$ cat config.mk
export PLATFORM = sky130hd
export DESIGN_NAME = wall_follow_drive_controller_flat
export DESIGN_NICKNAME = d
export VERILOG_FILES = /design/src/rtl/wfdc_pkg.sv /design/src/rtl/wfdc_if.sv /design/src/rtl/wfdc_cfg.sv /design/src/rtl/wfdc_core.sv /design/src/rtl/wall_follow_drive_controller.sv /design/src/flat_wrapper.sv
export SDC_FILE = /design/constraint.sdc
export NUM_CORES = 1
export LEC_CHECK = 0
export BUFFER_PORTS_ARGS = -buffer_cell sky130_fd_sc_hd__buf_2
export CORE_ASPECT_RATIO = 1.75
export CORE_MARGIN = 2
export CORE_UTILIZATION = 50
export DETAILED_ROUTE_END_ITERATION = 16
export PLACE_DENSITY = 0.67
export SYNTH_ARGS = -nofsm -noshare
export SYNTH_HDL_FRONTEND = slang
export SYNTH_HIERARCHICAL = 1
export SYNTH_SLANG_ARGS = --single-unit
$ cat constraint.sdc
create_clock -name clk_i -period 14 [get_ports clk_i]
set_clock_uncertainty 0.1 [all_clocks]
set_input_delay 1.4 -clock clk_i [delete_from_list [all_inputs] [get_ports clk_i]]
set_output_delay 1.4 -clock clk_i [all_outputs]
set_load 0.01 [all_outputs]
$ cat src/rtl/wfdc_pkg.sv
// Package for the wall-follow drive controller: item and config types,
// register indexes, mode codes and fixed thresholds. No dependencies.
`timescale 1ns / 1ps
package wfdc_pkg;

  // Default tick rate of the control loop.
  localparam int TICKS_PER_SECOND_DEF = 100;

  // Config register file.
  localparam int CFG_NUM   = 8;
  localparam int CFG_IDX_W = $clog2(CFG_NUM);
  localparam int CFG_DAT_W = 16;

  localparam logic [CFG_IDX_W-1:0] CFG_STOP_DIST      = 3'd0;
  localparam logic [CFG_IDX_W-1:0] CFG_OPEN_DIST      = 3'd1;
  localparam logic [CFG_IDX_W-1:0] CFG_BRAKE_DIST     = 3'd2;
  localparam logic [CFG_IDX_W-1:0] CFG_WALL_TARGET    = 3'd3;
  localparam logic [CFG_IDX_W-1:0] CFG_BAND           = 3'd4;
  localparam logic [CFG_IDX_W-1:0] CFG_EPS_SIM        = 3'd5;
  localparam logic [CFG_IDX_W-1:0] CFG_FORWARD_SPEED  = 3'd6;
  localparam logic [CFG_IDX_W-1:0] CFG_SAFE_TURN_RATE = 3'd7;

  // Drive modes.
  localparam logic [1:0] MODE_FOLLOW = 2'd0;
  localparam logic [1:0] MODE_BACK   = 2'd1;
  localparam logic [1:0] MODE_UTURN  = 2'd2;

  // Distances in mm.
  localparam logic [15:0] INVALID_MM = 16'd10000;
  localparam logic signed [17:0] TIGHT_MM      = 18'sd500;
  localparam logic signed [17:0] CORNER_MM     = 18'sd550;
  localparam logic signed [17:0] NEAR_FRONT_MM = 18'sd900;
  localparam logic signed [17:0] SIDE_GAP_MM   = 18'sd100;
  localparam logic signed [17:0] OPEN_LEFT_MM  = 18'sd250;
  localparam logic signed [17:0] OPEN_DIFF_MM  = 18'sd180;
  localparam logic signed [17:0] PAR_DIFF_MM   = 18'sd60;
  localparam logic signed [17:0] LEFT_SLACK_MM = 18'sd50;

  // Speed limits: |w| <= 1800, v <= floor((36000 - 13*|w|) / 144).
  localparam logic [10:0] W_MAX      = 11'd1800;
  localparam logic [7:0]  V_CAP_ZERO = 8'd250;
  localparam logic [15:0] LIM_NUM    = 16'd36000;
  localparam logic [17:0] LIM_RECIP  = 18'd233017;  // 2^25 / 144, rounded up
  localparam int          LIM_SHIFT  = 25;

  typedef struct packed {
    logic [15:0] dist_front;
    logic [15:0] dist_front_left;
    logic [15:0] dist_left_front;
    logic [15:0] dist_left_back;
    logic [15:0] dist_front_right;
    logic [4:0]  invalid_mask;
    logic        at_home;
  } in_item_t;

  typedef struct packed {
    logic signed [8:0]  linear_speed;
    logic signed [11:0] angular_speed;
    logic [1:0]         mode_now;
    logic               halted;
  } out_item_t;

  typedef struct packed {
    logic [15:0] stop_dist;
    logic [15:0] open_dist;
    logic [15:0] brake_dist;
    logic [15:0] wall_target;
    logic [9:0]  band;
    logic [9:0]  eps_sim;
    logic [7:0]  forward_speed;
    logic [10:0] turn_rate;   // clamped to W_MAX
    logic [7:0]  turn_v_cap;  // linear speed cap at turn_rate
  } cfg_t;

endpackage

$ cat src/rtl/wfdc_if.sv
// Valid/ready channels of the wall-follow drive controller.
// Depends on wfdc_pkg for the item types.
`timescale 1ns / 1ps
interface wfdc_tick_if import wfdc_pkg::*; ();
  logic     valid;
  logic     ready;
  in_item_t data;
  modport source (output valid, output data, input ready);
  modport sink   (input valid, input data, output ready);
endinterface

interface wfdc_cmd_if import wfdc_pkg::*; ();
  logic      valid;
  logic      ready;
  out_item_t data;
  modport source (output valid, output data, input ready);
  modport sink   (input valid, input data, output ready);
endinterface

$ cat src/rtl/wfdc_cfg.sv
// Config register file and the values derived from it (clamped turn rate
// and the linear speed cap that goes with it). Depends on wfdc_pkg.
`timescale 1ns / 1ps
module wfdc_cfg import wfdc_pkg::*; (
  input  logic                 clk_i,
  input  logic                 rst_ni,
  input  logic                 we_i,
  input  logic [CFG_IDX_W-1:0] idx_i,
  input  logic [CFG_DAT_W-1:0] data_i,
  output cfg_t                 cfg_o
);

  logic [15:0] stop_dist_q, open_dist_q, brake_dist_q, wall_target_q;
  logic [9:0]  band_q, eps_sim_q;
  logic [7:0]  forward_speed_q;
  logic [10:0] turn_rate_q;

  logic [10:0] rate_c;
  logic [14:0] rate13;
  logic [15:0] lim_num;
  logic [33:0] lim_prod;

  always_ff @(posedge clk_i or negedge rst_ni) begin
    if (!rst_ni) begin
      stop_dist_q     <= 16'd450;
      open_dist_q     <= 16'd700;
      brake_dist_q    <= 16'd280;
      wall_target_q   <= 16'd400;
      band_q          <= 10'd30;
      eps_sim_q       <= 10'd40;
      forward_speed_q <= 8'd200;
      turn_rate_q     <= 11'd1200;
    end else if (we_i) begin
      unique case (idx_i)
        CFG_STOP_DIST:      stop_dist_q     <= data_i;
        CFG_OPEN_DIST:      open_dist_q     <= data_i;
        CFG_BRAKE_DIST:     brake_dist_q    <= data_i;
        CFG_WALL_TARGET:    wall_target_q   <= data_i;
        CFG_BAND:           band_q          <= data_i[9:0];
        CFG_EPS_SIM:        eps_sim_q       <= data_i[9:0];
        CFG_FORWARD_SPEED:  forward_speed_q <= data_i[7:0];
        CFG_SAFE_TURN_RATE: turn_rate_q     <= data_i[10:0];
        default: ;
      endcase
    end
  end

  // Clamp the turn rate, then cap = floor((36000 - 13*rate) / 144) by reciprocal.
  assign rate_c   = (turn_rate_q > W_MAX) ? W_MAX : turn_rate_q;
  assign rate13   = 15'(rate_c) * 15'd13;
  assign lim_num  = LIM_NUM - {1'b0, rate13};
  assign lim_prod = 34'(lim_num) * 34'(LIM_RECIP);

  always_comb begin
    cfg_o.stop_dist     = stop_dist_q;
    cfg_o.open_dist     = open_dist_q;
    cfg_o.brake_dist    = brake_dist_q;
    cfg_o.wall_target   = wall_target_q;
    cfg_o.band          = band_q;
    cfg_o.eps_sim       = eps_sim_q;
    cfg_o.forward_speed = forward_speed_q;
    cfg_o.turn_rate     = rate_c;
    cfg_o.turn_v_cap    = 8'(lim_prod >> LIM_SHIFT);
  end

endmodule

$ cat src/rtl/wfdc_core.sv
// Per-tick decision logic and the drive state (mode, tick count, turn side,
// halt flag). Depends on wfdc_pkg.
`timescale 1ns / 1ps
module wfdc_core import wfdc_pkg::*; #(
  parameter int TicksPerSecond = TICKS_PER_SECOND_DEF
) (
  input  logic      clk_i,
  input  logic      rst_ni,
  input  logic      step_i,   // commit this item's state update
  input  in_item_t  item_i,
  input  cfg_t      cfg_i,
  output logic      emit_o,
  output out_item_t result_o
);

  localparam int TBackShort = (30 * TicksPerSecond + 50) / 100;
  localparam int TBackLong  = (35 * TicksPerSecond + 50) / 100;
  localparam int TUturn     = (120 * TicksPerSecond + 50) / 100;
  localparam int CntW       = $clog2(TUturn + 1);

  logic [1:0]      mode_q, mode_d;
  logic [CntW-1:0] ticks_q, ticks_d, ticks_dec;
  logic            turn_left_q, turn_left_d;
  logic            stopped_q, stopped_d;

  logic [15:0] d_f, d_fl, d_lf, d_lb, d_fr;
  logic signed [17:0] f, fl, lf, lb, fr, ls, band, eps, fstop, fgo, mb;
  logic signed [17:0] diff, adiff;
  logic signed [11:0] w_turn;
  logic signed [8:0]  v_turn, v_cruise;
  logic signed [8:0]  v;
  logic signed [11:0] w;
  logic               last;

  // Mask invalid ranges to the open-space reading.
  assign d_f  = item_i.invalid_mask[0] ? INVALID_MM : item_i.dist_front;
  assign d_fl = item_i.invalid_mask[1] ? INVALID_MM : item_i.dist_front_left;
  assign d_lf = item_i.invalid_mask[2] ? INVALID_MM : item_i.dist_left_front;
  assign d_lb = item_i.invalid_mask[3] ? INVALID_MM : item_i.dist_left_back;
  assign d_fr = item_i.invalid_mask[4] ? INVALID_MM : item_i.dist_front_right;

  assign f     = $signed({2'b00, d_f});
  assign fl    = $signed({2'b00, d_fl});
  assign lf    = $signed({2'b00, d_lf});
  assign lb    = $signed({2'b00, d_lb});
  assign fr    = $signed({2'b00, d_fr});
  assign ls    = $signed({2'b00, cfg_i.wall_target});
  assign fstop = $signed({2'b00, cfg_i.stop_dist});
  assign fgo   = $signed({2'b00, cfg_i.open_dist});
  assign mb    = $signed({2'b00, cfg_i.brake_dist});
  assign band  = $signed({8'd0, cfg_i.band});
  assign eps   = $signed({8'd0, cfg_i.eps_sim});
  assign diff  = lf - lb;
  assign adiff = (diff < 0) ? -diff : diff;

  // Turn-in-place rate is pre-clamped; v = 100 is capped at that rate.
  assign w_turn   = $signed({1'b0, cfg_i.turn_rate});
  assign v_turn   = (cfg_i.turn_v_cap < 8'd100) ? $signed({1'b0, cfg_i.turn_v_cap})
                                                 : 9'sd100;
  assign v_cruise = (cfg_i.forward_speed > V_CAP_ZERO) ? $signed({1'b0, V_CAP_ZERO})
                                                        : $signed({1'b0, cfg_i.forward_speed});

  assign ticks_dec = ticks_q - CntW'(1);
  assign last      = (ticks_dec == '0);

  always_comb begin
    mode_d      = mode_q;
    ticks_d     = ticks_q;
    turn_left_d = turn_left_q;
    stopped_d   = stopped_q;
    emit_o      = 1'b1;
    v           = 9'sd0;
    w           = 12'sd0;

    if (stopped_q) begin
      // Halted for good: zero speeds, nothing changes.
    end else if (item_i.at_home) begin
      stopped_d = 1'b1;
    end else if (mode_q != MODE_FOLLOW && ticks_q != '0) begin
      ticks_d = ticks_dec;
      if (mode_q == MODE_BACK) begin
        if (last) begin
          if (lf > ls + OPEN_LEFT_MM && diff > OPEN_DIFF_MM) begin
            turn_left_d = 1'b1;
          end
          mode_d  = MODE_UTURN;
          ticks_d = CntW'(TUturn);
        end
        v = -9'sd100;
      end else begin
        if ((f > fgo && adiff < PAR_DIFF_MM && lf > ls - LEFT_SLACK_MM) || last) begin
          mode_d  = MODE_FOLLOW;
          ticks_d = '0;
        end
        w = turn_left_q ? w_turn : -w_turn;
      end
    end else begin
      mode_d  = MODE_FOLLOW;
      ticks_d = '0;
      // Emergency brake and tight front only arm backing here.
      if (f < mb || fl < mb || fr < mb) begin
        turn_left_d = 1'b0;
        mode_d      = MODE_BACK;
        ticks_d     = CntW'(TBackShort);
      end
      if (f < fstop || (fl < TIGHT_MM && fr < TIGHT_MM)) begin
        turn_left_d = 1'b0;
        mode_d      = MODE_BACK;
        ticks_d     = CntW'(TBackLong);
      end

      if (f < fgo && f >= fstop && fl < fr - SIDE_GAP_MM) begin
        v = v_turn;
        w = -w_turn;
      end else if (f < fgo && f >= fstop && fr < fl - SIDE_GAP_MM) begin
        v = v_turn;
        w = w_turn;
      end else if (f >= fgo) begin
        if (adiff < eps) begin
          v = v_cruise;
        end else if (lf > ls + band) begin
          v = 9'sd120;
          w = 12'sd350;
        end else if (lf < ls - band) begin
          v = 9'sd120;
          w = -12'sd350;
        end else begin
          v = 9'sd160;
        end
      end else if (f < fstop) begin
        // Blocked ahead: arm short backing, no command this tick.
        turn_left_d = 1'b0;
        mode_d      = MODE_BACK;
        ticks_d     = CntW'(TBackShort);
        emit_o      = 1'b0;
      end else if (fl < CORNER_MM && fr < CORNER_MM) begin
        w = -w_turn;
      end else if (lb > ls + band) begin
        v = 9'sd100;
        w = 12'sd300;
      end else if (lb < ls - band) begin
        v = 9'sd100;
        w = -12'sd300;
      end else if (f < NEAR_FRONT_MM) begin
        v = 9'sd50;
        w = -12'sd600;
      end
    end

    result_o.linear_speed  = v;
    result_o.angular_speed = w;
    result_o.mode_now      = mode_d;
    result_o.halted        = stopped_d;
  end

  always_ff @(posedge clk_i or negedge rst_ni) begin
    if (!rst_ni) begin
      mode_q      <= MODE_FOLLOW;
      ticks_q     <= '0;
      turn_left_q <= 1'b0;
      stopped_q   <= 1'b0;
    end else if (step_i) begin
      mode_q      <= mode_d;
      ticks_q     <= ticks_d;
      turn_left_q <= turn_left_d;
      stopped_q   <= stopped_d;
    end
  end

endmodule

$ cat src/rtl/wall_follow_drive_controller.sv
// Wall-follow drive controller top level: tick input register, decision
// core, config registers and command output register.
// Depends on wfdc_pkg, wfdc_if, wfdc_cfg and wfdc_core.
// Usage:
//  - tick_i carries one sensor tick per item (five sector ranges in mm, an
//    invalid mask and the near-start flag); cmd_o carries the drive command
//    (linear and angular speed, mode after the tick, halted flag).
//  - The cfg_* port writes one config register per cycle with cfg_we_i high;
//    write only while no tick is in flight.
//  - An accepted item is held in the input register, decided by the core once
//    the output register is free, and its command is loaded into the output
//    register and shown on cmd_o. One item per cycle is sustained while cmd_o
//    does not stall, with a single decision pass between the two registers.
//  - A tick that arms backing with the front blocked produces no command;
//    every other tick produces exactly one.
//  - When cmd_o stalls, the command holds in the output register and one more
//    tick can wait in the input register; tick_i.ready drops after that.
//  - Reset clears both pipeline slots, the drive state (follow mode, not
//    halted) and loads the default config values.
//  - Near-start halts the controller for good: zero speeds, halted set.
`timescale 1ns / 1ps
module wall_follow_drive_controller import wfdc_pkg::*; #(
  parameter int TICKS_PER_SECOND = TICKS_PER_SECOND_DEF
) (
  input  logic                 clk_i,
  input  logic                 rst_ni,
  input  logic                 cfg_we_i,
  input  logic [CFG_IDX_W-1:0] cfg_idx_i,
  input  logic [CFG_DAT_W-1:0] cfg_data_i,
  wfdc_tick_if.sink            tick_i,
  wfdc_cmd_if.source           cmd_o
);

  cfg_t      cfg;
  in_item_t  tick_q;
  logic      tick_valid_q;
  out_item_t cmd_q;
  logic      cmd_valid_q;

  logic      out_free;   // output register can take a new command
  logic      step;       // decide the held tick this cycle
  logic      emit;
  out_item_t result;

  assign out_free     = !cmd_valid_q || cmd_o.ready;
  assign step         = tick_valid_q && out_free;
  assign tick_i.ready = !tick_valid_q || out_free;

  wfdc_cfg u_cfg (
    .clk_i  (clk_i),
    .rst_ni (rst_ni),
    .we_i   (cfg_we_i),
    .idx_i  (cfg_idx_i),
    .data_i (cfg_data_i),
    .cfg_o  (cfg)
  );

  wfdc_core #(
    .TicksPerSecond (TICKS_PER_SECOND)
  ) u_core (
    .clk_i    (clk_i),
    .rst_ni   (rst_ni),
    .step_i   (step),
    .item_i   (tick_q),
    .cfg_i    (cfg),
    .emit_o   (emit),
    .result_o (result)
  );

  // Input register: load on accept, drop once decided.
  always_ff @(posedge clk_i or negedge rst_ni) begin
    if (!rst_ni) begin
      tick_valid_q <= 1'b0;
    end else if (tick_i.valid && tick_i.ready) begin
      tick_valid_q <= 1'b1;
    end else if (step) begin
      tick_valid_q <= 1'b0;
    end
  end

  always_ff @(posedge clk_i) begin
    if (tick_i.valid && tick_i.ready) begin
      tick_q <= tick_i.data;
    end
  end

  // Output register: advance whenever free; hold while stalled.
  always_ff @(posedge clk_i or negedge rst_ni) begin
    if (!rst_ni) begin
      cmd_valid_q <= 1'b0;
    end else if (out_free) begin
      cmd_valid_q <= step && emit;
    end
  end

  always_ff @(posedge clk_i) begin
    if (step && emit) begin
      cmd_q <= result;
    end
  end

  assign cmd_o.valid = cmd_valid_q;
  assign cmd_o.data  = cmd_q;

endmodule

$ cat src/flat_wrapper.sv
// flat-port wrapper written by rule: the top's interface ports become plain ports
module wall_follow_drive_controller_flat import wfdc_pkg::*;
#(
  parameter int TICKS_PER_SECOND = TICKS_PER_SECOND_DEF
)
  (clk_i, rst_ni, cfg_we_i, cfg_idx_i, cfg_data_i, tick_i_valid, tick_i_data, tick_i_ready, cmd_o_valid, cmd_o_data, cmd_o_ready);
  wfdc_tick_if tick_i_i ();
  wfdc_cmd_if cmd_o_i ();
  input  logic clk_i;
  input  logic rst_ni;
  input  logic cfg_we_i;
  input  logic [CFG_IDX_W-1:0] cfg_idx_i;
  input  logic [CFG_DAT_W-1:0] cfg_data_i;
  input wire logic [$bits(tick_i_i.valid)-1:0] tick_i_valid;
  input wire logic [$bits(tick_i_i.data)-1:0] tick_i_data;
  output wire logic [$bits(tick_i_i.ready)-1:0] tick_i_ready;
  output wire logic [$bits(cmd_o_i.valid)-1:0] cmd_o_valid;
  output wire logic [$bits(cmd_o_i.data)-1:0] cmd_o_data;
  input wire logic [$bits(cmd_o_i.ready)-1:0] cmd_o_ready;
  assign tick_i_i.valid = tick_i_valid;
  assign tick_i_i.data = tick_i_data;
  assign tick_i_ready = tick_i_i.ready;
  assign cmd_o_valid = cmd_o_i.valid;
  assign cmd_o_data = cmd_o_i.data;
  assign cmd_o_i.ready = cmd_o_ready;
  wall_follow_drive_controller #(.TICKS_PER_SECOND(TICKS_PER_SECOND)) u_core (.clk_i(clk_i), .rst_ni(rst_ni), .cfg_we_i(cfg_we_i), .cfg_idx_i(cfg_idx_i), .cfg_data_i(cfg_data_i), .tick_i(tick_i_i), .cmd_o(cmd_o_i));
endmodule
==> metrics.md <==
| Metric | Value |
|---|---|
| Status | completed |
| Placer congestion estimate | 0.979 |
| EDFF count, synth | 110 |
| Synth cell types | 109 |
| Synthesized area | 0.0241 mm2 |
| Type of origin of the critical path | register |
| Most frequent cells in the layout | ha_1, inv_1, buf_2 |
| Post-Route WL | 68300 um |
| H-tree Lvls | 1 |
| Crit-path most repeated cell | fa_1 |
| CP arrival | 11.26 ns |
| Antenna violations before repair | 3 |
| R2r endpoint | u_core/cmd_o.data[19]$_DFFE_PP_ |
| R2R Path Start | u_core/u_cfg/turn_rate_q[7]$_DFFE_PN1P_ |
| DR iter-0 viols | 986 |
| Hold path depth | 1 |
| Syn_nets | 3108 |
| Tmin final | 11.09 ns |
| Worst-path clk slew | 0.07 ns |
| Pre-antenna DRT Iters | 7 |
| Register area | 0.00624 mm2 |
| Final period utilization | 79.2% |
| Setup CP Type | register to register |
| Share of cells above drive strength 1 | 15.6% |
| Gr ovfl total | 0 |
| Slowest-stage cell, CP | fa_1 |
| Top FF cell, synth | edfxtp_1 |
| Most common cell after layout, fill and taps aside | ha_1 |
| Post-CTS Hold Fix Bufs | 0 |
| Final setup fails | 0 |
| Core Rows | 106 |
| R2R depth | 34 |
| # fillers | 4234 |
| IO buf count | 135 |
| Clk_lat worst skew | 0.57 ns |
| Die Width | 170 um |
| # Post-CTS Setup Buffers | 0 |
| Relative slew slack | 18.3% |
| Tot GR Track Use | 27.1% |
| Reg2reg setup slack | 2.91 ns |
| CTS tree | yes |
| Min-delay src | u_core/u_core/stopped_q$_DFFE_PN0P_ |
| Post-DP HPWL | 56000 um |
| ANT nets after route | 0 |
| Worst slew pin tran | 1.22 ns |
| DIE AREA | 0.0500 mm2 |
| Multi-input logic area | 0.0164 mm2 |
| # diodes | 0 |
| Via count | 19420 |
| Worst hold endpoint | u_core/u_core/stopped_q$_DFFE_PN0P_ |
| Setup TNS | 0 ns |
| Nets | 3216 |
| Layout area overhead | 8.61% |
| Crit end category | register |
| Remaining DRCs | 0 |
| Number of CTS-inserted buffers | 24 |
| Die height | 294 um |
| Resized Gates After CTS | 0 |
| Via-to-Cell Ratio | 6.00 |
| Sequential share of the synthesized area | 25.9% |
| Pin count of the biggest net entering global routing | 62 |
| Io pins | 136 |
| Number of global-route vias before repair | 20226 |
| Avg Synthesized Cell Area | 9.56 um2 |
| Final hold violations | 0 |
| Cell count after synthesis | 2519 |
| Wire per inst | 21.1 um |
| Max FO, Critical Path | 9 |
| Synthesized flop and latch total | 226 |
| Yosys warnings | 6 |
| CP peak stage delay | 0.61 ns |
| F_max | 90.2 MHz |
| Hold WC Path Type | register to register |
| RSZ-0062 raised after global routing | no |
| Worst Path Required | 14.18 ns |
| Async SR Flop Fraction | 51.3% |
| Clock Path Buffers | 3 |
| Global-route wire length before repair | 105000 um |
| Initial core utilization | 50.6% |
| Clock sinks | 226 |
| Root Driver | clkbuf_16 |
| Final Max Slew Viols | 0 |
| Max-Cap Viols | 0 |
| Core Area | 0.0476 mm2 |
[registers in the layout (all words and copies together) (netlist names)]
| name | flops |
|---|---|
| u_core/cmd_o.valid | 1 |
| u_core/tick_valid_q | 1 |
| u_core/u_cfg/stop_dist_q | 16 |
| u_core/u_cfg/eps_sim_q | 10 |
| u_core/u_cfg/open_dist_q | 16 |
| u_core/u_cfg/turn_rate_q | 11 |
| u_core/tick_q | 86 |
| u_core/u_core/ticks_q | 7 |
| u_core/cmd_o.data | 24 |
| u_core/u_core/turn_left_q | 1 |
| u_core/u_cfg/band_q | 10 |
| u_core/u_cfg/brake_dist_q | 16 |
| u_core/u_core/stopped_q | 1 |
| u_core/u_cfg/wall_target_q | 16 |
| u_core/u_cfg/forward_speed_q | 8 |
| u_core/u_core/mode_q | 2 |
[how the worst max path moves through the flow]
stage                                            endpoint  cells after the start  slack, ns                                    start
after floorplan           u_core/cmd_o.data[19]$_DFFE_PP_                     34       4.20  u_core/u_cfg/turn_rate_q[7]$_DFFE_PN1P_
final                     u_core/cmd_o.data[19]$_DFFE_PP_                     34       2.91  u_core/u_cfg/turn_rate_q[7]$_DFFE_PN1P_
after global placement    u_core/cmd_o.data[19]$_DFFE_PP_                     34       3.27  u_core/u_cfg/turn_rate_q[7]$_DFFE_PN1P_
after detailed placement  u_core/cmd_o.data[19]$_DFFE_PP_                     34       2.99  u_core/u_cfg/turn_rate_q[7]$_DFFE_PN1P_
after CTS                 u_core/cmd_o.data[19]$_DFFE_PP_                     34       2.93  u_core/u_cfg/turn_rate_q[7]$_DFFE_PN1P_
after global routing      u_core/cmd_o.data[19]$_DFFE_PP_                     34       2.20  u_core/u_cfg/turn_rate_q[7]$_DFFE_PN1P_
[cell type report]
type                    instances  share of cell area [%]
multi-input cells            1902                    62.5
clock buffers                  29                    2.49
inverters                     326                    4.68
repair buffers                147                    2.94
well taps                     594                    2.84
clock inverters                15                   0.636
flip-flops and latches        226                    23.9
[cells in the mapped netlist, drive strengths merged (9+ instances only)]
cell type  instances  share of area (%)
a211oi            21               0.81
a21boi            15               0.47
a21o              50                1.6
a21oi            128                2.7
a221oi             9               0.35
a31oi             14               0.43
and2              25               0.66
and3              20               0.52
buf               13               0.29
clkbuf            52               0.81
dfrtp             87                9.0
dfstp             29                3.2
edfxtp           110                 14
fa                85                7.1
ha               394                 20
inv              324                5.1
mux2             105                4.9
nand2            103                1.6
nand2b            51                1.4
nand3             36               0.79
nand4             38               0.99
nor2             137                2.2
nor2b             58                1.5
nor3              54                1.2
nor3b             10               0.35
nor4              18               0.56
o211ai            19               0.71
o21a              31               0.97
o21ai             95                2.0
o21bai             9               0.28
o22ai             14               0.42
o31ai             23               0.78
or2               40                1.0
or3               18               0.47
xnor2            108                4.0
xor2              45                1.6
[routing by layer]
metal	GRT usage [%]	part of all wire, %
met4	19.1	7.9
met5	0	0.050
met2	51.3	52
met3	2.54	4.0
met1	27.6	36
[cell families after synthesis]
family / after synthesis / share of synthesized area, %
AO/OA/AOI/OAI: 516 / 14.9
XOR/XNOR: 154 / 5.72
adder cells (fa/ha/maj): 484 / 27.8
buffers and inverters: 391 / 6.18
flip-flops: 226 / 25.9
multiplexers: 112 / 5.20
AND/OR/NAND/NOR: 636 / 14.3
[per-stage QoR]
stage	util [%]	cell area, um2	hold WS, ns	cells	setup slack, ns
floorplan	-	24100	0.328	2519	4.20
global placement	53.2	25300	0.338	3195	3.27
detailed placement	53.2	25300	0.349	3195	2.99
CTS	54.9	26200	0.365	3239	2.93
global route	54.9	26200	0.384	3239	2.20
finish	54.9	26200	0.367	3239	2.91
[critical path, delay by kind of cell, from the launching register on]
family | cells | cell delay, ns
and+or+nand+nor | 4 | 1.31
AOI/OAI and AO/OA | 11 | 2.78
xor gates and xnor gates | 2 | 0.84
DFF | 1 | 0.38
adders and majority gates | 11 | 4.98
buffers and inverters | 6 | 0.44
Power is left out: the tool's default activity adds up to more than one toggle a clock period on the data nets, which glitch-free logic cannot reach.
